<file path="config.mk">
export PLATFORM = sky130hd
export DESIGN_NAME = png_unf_predictor
export DESIGN_NICKNAME = d
export VERILOG_FILES = /design/src/sv/png_unf_pkg.sv /design/src/sv/png_unf_predictor.sv
export SDC_FILE = /design/constraint.sdc
export NUM_CORES = 1
export LEC_CHECK = 0
export ABC_AREA = 1
export BUFFER_PORTS_ARGS = -buffer_cell sky130_fd_sc_hd__clkbuf_2
export CAP_MARGIN = 40
export CORE_AREA = 3 3 121 100
export DETAILED_ROUTE_END_ITERATION = 16
export DIE_AREA = 0 0 124 103
export PLACE_DENSITY = 0.51
export SETUP_SLACK_MARGIN = 0.15
export SKIP_LAST_GASP = 1
export SYNTH_ARGS = -nofsm -noshare
export SYNTH_HDL_FRONTEND = slang
export SYNTH_SLANG_ARGS = --single-unit
</file>
<file path="constraint.sdc">
create_clock -name vclk -period 12.3
set_clock_uncertainty 0.1 [all_clocks]
set_input_delay 0.615 -clock vclk [all_inputs]
set_output_delay 0.615 -clock vclk [all_outputs]
set_load 0.03 [all_outputs]
</file>
<file path="src/sv/png_unf_pkg.sv">
// ----------------------------------------------------------------------------
// png_unf_pkg
// Shared widths, filter codes, register indexes and the predictor operand
// bundle for the PNG scanline unfilter.
// ----------------------------------------------------------------------------
package png_unf_pkg;

  // Data byte and line buffer geometry
  localparam int BYTE_W          = 8;
  localparam int MAX_ROW_BYTES   = 4096;
  localparam int ROW_ADDR_W      = $clog2(MAX_ROW_BYTES);
  localparam int MAX_PIXEL_BYTES = 8;

  // Configuration write port
  localparam int CFG_IDX_W = 2;
  localparam int CFG_W     = 16;

  // Register indexes
  localparam logic [CFG_IDX_W-1:0] CFG_ROW_BYTES   = CFG_IDX_W'(0);
  localparam logic [CFG_IDX_W-1:0] CFG_PIXEL_BYTES = CFG_IDX_W'(1);
  localparam logic [CFG_IDX_W-1:0] CFG_IMAGE_ROWS  = CFG_IDX_W'(2);

  // Filter codes of one scanline
  typedef enum logic [2:0] {
    FILT_NONE  = 3'd0,
    FILT_SUB   = 3'd1,
    FILT_UP    = 3'd2,
    FILT_AVG   = 3'd3,
    FILT_PAETH = 3'd4
  } filter_e;

  // Operands for reconstructing one byte
  typedef struct packed {
    filter_e             filter;
    logic [BYTE_W-1:0]   raw;    // filtered byte from the stream
    logic [BYTE_W-1:0]   left;   // a: one pixel to the left
    logic [BYTE_W-1:0]   up;     // b: row above
    logic [BYTE_W-1:0]   upleft; // c: row above, one pixel to the left
  } pred_in_t;

endpackage

</file>
<file path="src/sv/png_unf_predictor.sv">
// ----------------------------------------------------------------------------
// png_unf_predictor
// Combinational byte reconstruction: none, sub, up, average and Paeth
// predictors, then the mod-256 add of the filtered byte.
// ----------------------------------------------------------------------------
module png_unf_predictor (
  input  png_unf_pkg::pred_in_t              pred_i,
  output logic [png_unf_pkg::BYTE_W-1:0]     pixel_o
);
  import png_unf_pkg::*;

  logic [BYTE_W+1:0] sum_ab;
  logic [BYTE_W+1:0] sum_cc;
  logic [BYTE_W+1:0] dist_a;
  logic [BYTE_W+1:0] dist_b;
  logic [BYTE_W+1:0] dist_c;
  logic [BYTE_W-1:0] avg;
  logic [BYTE_W-1:0] paeth;
  logic [BYTE_W-1:0] pred;

  // Paeth distances, kept unsigned by ordering each difference
  always_comb begin
    sum_ab = {2'b00, pred_i.left} + {2'b00, pred_i.up};
    sum_cc = {1'b0, pred_i.upleft, 1'b0};
    dist_a = (pred_i.up >= pred_i.upleft) ? {2'b00, pred_i.up - pred_i.upleft}
                                          : {2'b00, pred_i.upleft - pred_i.up};
    dist_b = (pred_i.left >= pred_i.upleft) ? {2'b00, pred_i.left - pred_i.upleft}
                                            : {2'b00, pred_i.upleft - pred_i.left};
    dist_c = (sum_ab >= sum_cc) ? (sum_ab - sum_cc) : (sum_cc - sum_ab);
    avg    = sum_ab[BYTE_W:1];
  end

  // Nearest neighbor, ties go to left then up
  always_comb begin
    priority if (dist_a <= dist_b && dist_a <= dist_c) begin
      paeth = pred_i.left;
    end else if (dist_b <= dist_c) begin
      paeth = pred_i.up;
    end else begin
      paeth = pred_i.upleft;
    end
  end

  // Predictor select
  always_comb begin
    unique case (pred_i.filter)
      FILT_NONE:  pred = '0;
      FILT_SUB:   pred = pred_i.left;
      FILT_UP:    pred = pred_i.up;
      FILT_AVG:   pred = avg;
      FILT_PAETH: pred = paeth;
      default:    pred = '0;
    endcase
  end

  assign pixel_o = pred_i.raw + pred;

endmodule

</file>
; ---- Yosys cells after proc, flatten, opt, wreduce, memory -nomap -nowiden
; Cells that the tools add are included.
[totals]
register_bits = 0
mem_bits_ro = 0
n_memories = 0
output_inout_bits = 8
inputBits = 35
ramBits = 0
elab_cells = 25
latchBits = 0
[classes]
eq_ne = 4
n_addsub = 8
reduce_logical = 1
n_mux = 6
bitwise = 0
n_shift = 0
n_div = 0
n_mul = 0
magnitude_cmp = 6
[op_table]
columns = op, count
row1 = 8-bit two-way mux, 4
row2 = 8-bit case mux with 4 select lines, 1
row3 = 8-bit subtractor, 4
row4 = 8-bit by 10-bit less-or-equal comparator with 1-bit output, 2
row5 = 9-bit by 9-bit subtractor with 10-bit output, 2
row6 = 8-bit greater-or-equal comparator, 2
row7 = 10-bit two-way mux, 1
row8 = 8-bit by 8-bit adder with 9-bit output, 1
row9 = 9-bit greater-or-equal comparator, 1
row10 = 8-bit adder, 1
row11 = 8-bit less-or-equal comparator, 1
row12 = 3-bit by 2-bit equality test with 1-bit output (second input constant), 2
row13 = 3-bit by 1-bit equality test with 1-bit output (second input constant), 1
row14 = 3-bit equality test (second input constant), 1
row15 = 1-bit logical AND, 1

; ---- Depth between registers and ports, before layout
[depth]
word_depth = 8
mapped_depth = 49
ltp_nobuf = 48

; ---- Worst setup path after synthesis
; Ideal clock, no wire load.
[synth_timing]
path_kind = in2out
startpoint = input pred_i[8] (netlist bit)
endpoint = output pixel_o[7] (netlist bit)
setup_slack_ns = 5.149
required_time_ns = 11.585
n_path_buf = 2
arrival_ns = 6.436
cell_stages = 47
path_cell_list = ha_1 > fa_1 > nand3_1 > and2_1 > inv_1 > a21oi_1 > o21bai_1 > a21o_1 > a21oi_1 > inv_1 > ha_1 > buf_2 > inv_1 > nor2_1 > nand2_2 > nand2_4 > buf_6 > mux2i_1 > [11 not listed] > nand2_2 > nand2_4 > o21ai_0 > o21bai_1 > nand3b_1 > ha_1 > a21oi_1 > nand2_1 > a21oi_1 > inv_1 > a21oi_1 > o21ai_0 > a21o_1 > xor2_1 > inv_1 > nand2_1 > nand2_1 > inv_1
[synth_via]
elab_chain_len = 8
elab_cells_between_ends = 17
cone_classes = 6 x add/sub / 5 x order compare / 5 x mux / 1 x reduce/logical
[synth_rtl]
columns = element, line_no
row1 = "start, declared", png_unf_predictor.sv:7  ; input png_unf_pkg::pred_in_t pred_i,
row2 = 8-bit by 8-bit adder with 9-bit output, png_unf_predictor.sv:23  ; sum_ab = {2'b00, pred_i.left} + {2'b00, pred_i.up};
row3 = 9-bit by 9-bit subtractor with 10-bit output / 9-bit greater-or-equal comparator (equally long branches), png_unf_predictor.sv:29  ; dist_c = (sum_ab >= sum_cc) ? (sum_ab - sum_cc) : (sum_cc - sum_ab);
row4 = 10-bit two-way mux, png_unf_predictor.sv:29
row5 = 8-bit by 10-bit less-or-equal comparator with 1-bit output (on tied branches), "png_unf_predictor.sv:37, png_unf_predictor.sv:35"
row6 = 8-bit two-way mux / 1-bit logical AND (equally long branches), "png_unf_predictor.sv:37, png_unf_predictor.sv:35"
row7 = 8-bit two-way mux, png_unf_predictor.sv:35  ; priority if (dist_a <= dist_b && dist_a <= dist_c) begin
row8 = 8-bit case mux with 4 select lines *, png_unf_predictor.sv:46  ; unique case (pred_i.filter)
row9 = 8-bit adder *, png_unf_predictor.sv:56  ; assign pixel_o = pred_i.raw + pred;
row10 = "end, declared", png_unf_predictor.sv:8  ; output logic [png_unf_pkg::BYTE_W-1:0] pixel_o
; Every way passes the cells marked *; elsewhere a longest branch is shown, timed or not.

; ---- Worst setup path in the final report
; Ends and elaborated chain as after synthesis.

==> qor.yml <==
hold_path:
  hold_end: "pixel_o[0]"
  min_path_cells: 3
  hp-start: "pred_i[24]"
  hold_path_class: "in2out"
sta:
  setup_tns_ns: 0
  post-route-period-util: 0.6562
  tightestPinTransition_ns: 0.8053
  finalSetupViolCount: 0
  holdWs_ns: 1.525
  fmax_ghz: 0.1239
  final_hold_viol_count: 0
  slew_violations: 0
  fin_crit_ns: 8.072
  rsz0062_at_grt: "no"
  relSlewSlack: 0.4590
floorplan:
  fp.dieH_um: 103
  num_rows: 34
  io_pins: 43
  core_mm2: 0.01089
  die_w_um: 124
  start_util: 0.3512
  die-area_mm2: 0.01277
clock_network:
  cts_resized: 0
  cts_hold_buffers: 0
  cts_setup_buffers: 0
yosys:
  syn-cell-area_mm2: 0.003825
  yosysWarnings: 0
  ys_top_cells_by_area: "ha_1 (27%), nand2_1 (14%), inv_1 (11%)"
  synth_top_area_frac: 0.2682
  yosysUniqueCellTypes: 40
  synthCells: 608
  ys_seq_area_frac: 0
  synthTopCellsByCount: "nand2_1 (143), inv_1 (115), ha_1 (82)"
  yosysTopAreaCell: "ha_1"
  synth_area_per_cell_um2: 6.291
  synthesis.nets: 733
  synth.most_common_cell: "nand2_1"
layout:
  stdcell_area_mm2: 0.004148
  nets: 771
  areaGrowthSynthToFinish_pct: 8.440
  regArea_um2: 0
  finalNonFillerCells: 788
  num_antenna_cells: 0
  flops_and_latches: 0
  final.clkbuf_count: 0
  layout-drive-gt1-share: 0.1382
worst_setup_path:
  cp.required_ns: 11.59
  cp-end-kind: "output port"
  start_kind: "primary input"
  cpMaxStageDelayCell: "fa_1"
  crit_path_max_fanout: 13
  critical_path_class: "in2out"
  crit_arrival_ns: 7.36
  worst_path_largest_cell_delay_ns: 0.42
  critical_path.most_common_cell: "nand2_1"
place:
  place.gp.congestion: 0.9000
  dpl_cell_area_mm2: 0.004148
  port_buffers: 43
  hpwl_mm: 10.61
  place_inst: 788
grt:
  antenna_found_initial: 0
  grt_pass1_wl_mm: 18.86
  grt_start_max_net_pins: 16
  grt_remaining_overflow: 0
  grt_pass1_vias: 3681
  grt_util_all_layers: 0.1857
route:
  drt_first_pass_iters: 5
  via_per_inst: 5.028
  wl_per_cell_um: 15.03
  vias: 3962
  dr.first_iter.drc_count: 236
  finalWirelength_mm: 11.85
  drc: 0
  drt.antenna.violating_nets: 0
power:
  power.leakage_uw: 0.002441
  p_per_area_mw_per_mm2: 115.4
  ir_drop_mv: 0.03747
outcome:
  outcome: "finished clean"
run:
  maxCapViolCount: 0
logic make-up after synthesis:
family                     count (synthesis)  share of synthesized area
and+or+nand+nor                          243                     0.3000
AOI/OAI and AO/OA                        118                     0.1838
adders and majority gates                 90                     0.3101
muxes                                      4                    0.01112
xor gates and xnor gates                  25                    0.05725
buffers and inverters                    128                     0.1377
worst max path at each step:
stage,depth (start not counted),end,from,slack [ns]
after global routing,47,pixel_o[7],pred_i[8],3.48
after detailed placement,47,pixel_o[7],pred_i[8],4.21
after CTS,47,pixel_o[7],pred_i[8],4.19
after floorplan,47,pixel_o[7],pred_i[8],5.15
after global placement,47,pixel_o[7],pred_i[8],4.29
final,47,pixel_o[7],pred_i[8],4.23
layout make-up:
| type | count | area (um2) |
|---|---|---|
| inverters | 121 | 454.2 |
| repair buffers | 43 | 215.2 |
| well taps | 144 | 180.2 |
| multi-input cells | 480 | 3298 |
| fillers | 1241 | 6743 |
placed cells by master, fill, tap and decap left out, types with 4 or more instances in the layout:
cell / netlist / routed
o21bai_1: 11 / 11
inv_2: 6 / 6
inv_1: 115 / 115
o21ai_0: 27 / 27
nand4_1: 4 / 4
o21ai_1: 7 / 7
nor2_1: 18 / 18
nand3b_1: 5 / 5
nand2_4: 6 / 6
nand3_2: 7 / 7
nor2_2: 5 / 5
nand2_2: 11 / 11
a21oi_1: 43 / 43
clkbuf_2: 0 / 43
a21o_1: 5 / 5
o22ai_1: 8 / 8
ha_1: 82 / 82
xnor2_1: 8 / 8
xor2_1: 17 / 17
nand2_1: 143 / 143
fa_1: 8 / 8
nand3_1: 33 / 33
o221ai_1: 4 / 4
nor3_1: 6 / 6
worst max-delay path, delay by kind of cell:
family                   cells  cell delay (ns)
buffers and inverters       10             0.83
AND/OR/NAND/NOR             17             1.60
adder cells (fa/ha/maj)      5             1.72
multiplexers                 1             0.23
AO/OA/AOI/OAI               12             1.96
XOR/XNOR                     2             0.35
through the flow:
step                      power [uW]  setup WS (ns)    util
after global placement         465.8          4.286  0.3809
final                          478.5          4.229  0.3809
after global routing           540.2          3.477  0.3809
after CTS                      474.4          4.194  0.3809
after floorplan                364.9          5.150       -
after detailed placement       472.3          4.210  0.3809
metal layers:
metal | routed length [um] | global-route usage | part of all wire
met3 | 564 | 0.007131 | 0.048
met4 | 21 | 0.004209 | 0.0018
met2 | 5037 | 0.2908 | 0.43
met1 | 6223 | 0.2955 | 0.53
met5 | 0 | 0 | 0
where the power goes:
group          switching, uW  internal, uW  leakage (uW)
clock                      0             0             0
combinational            312           166       0.00244
sequential                 0             0             0
No activity file was read; power rests on OpenSTA's default activity.
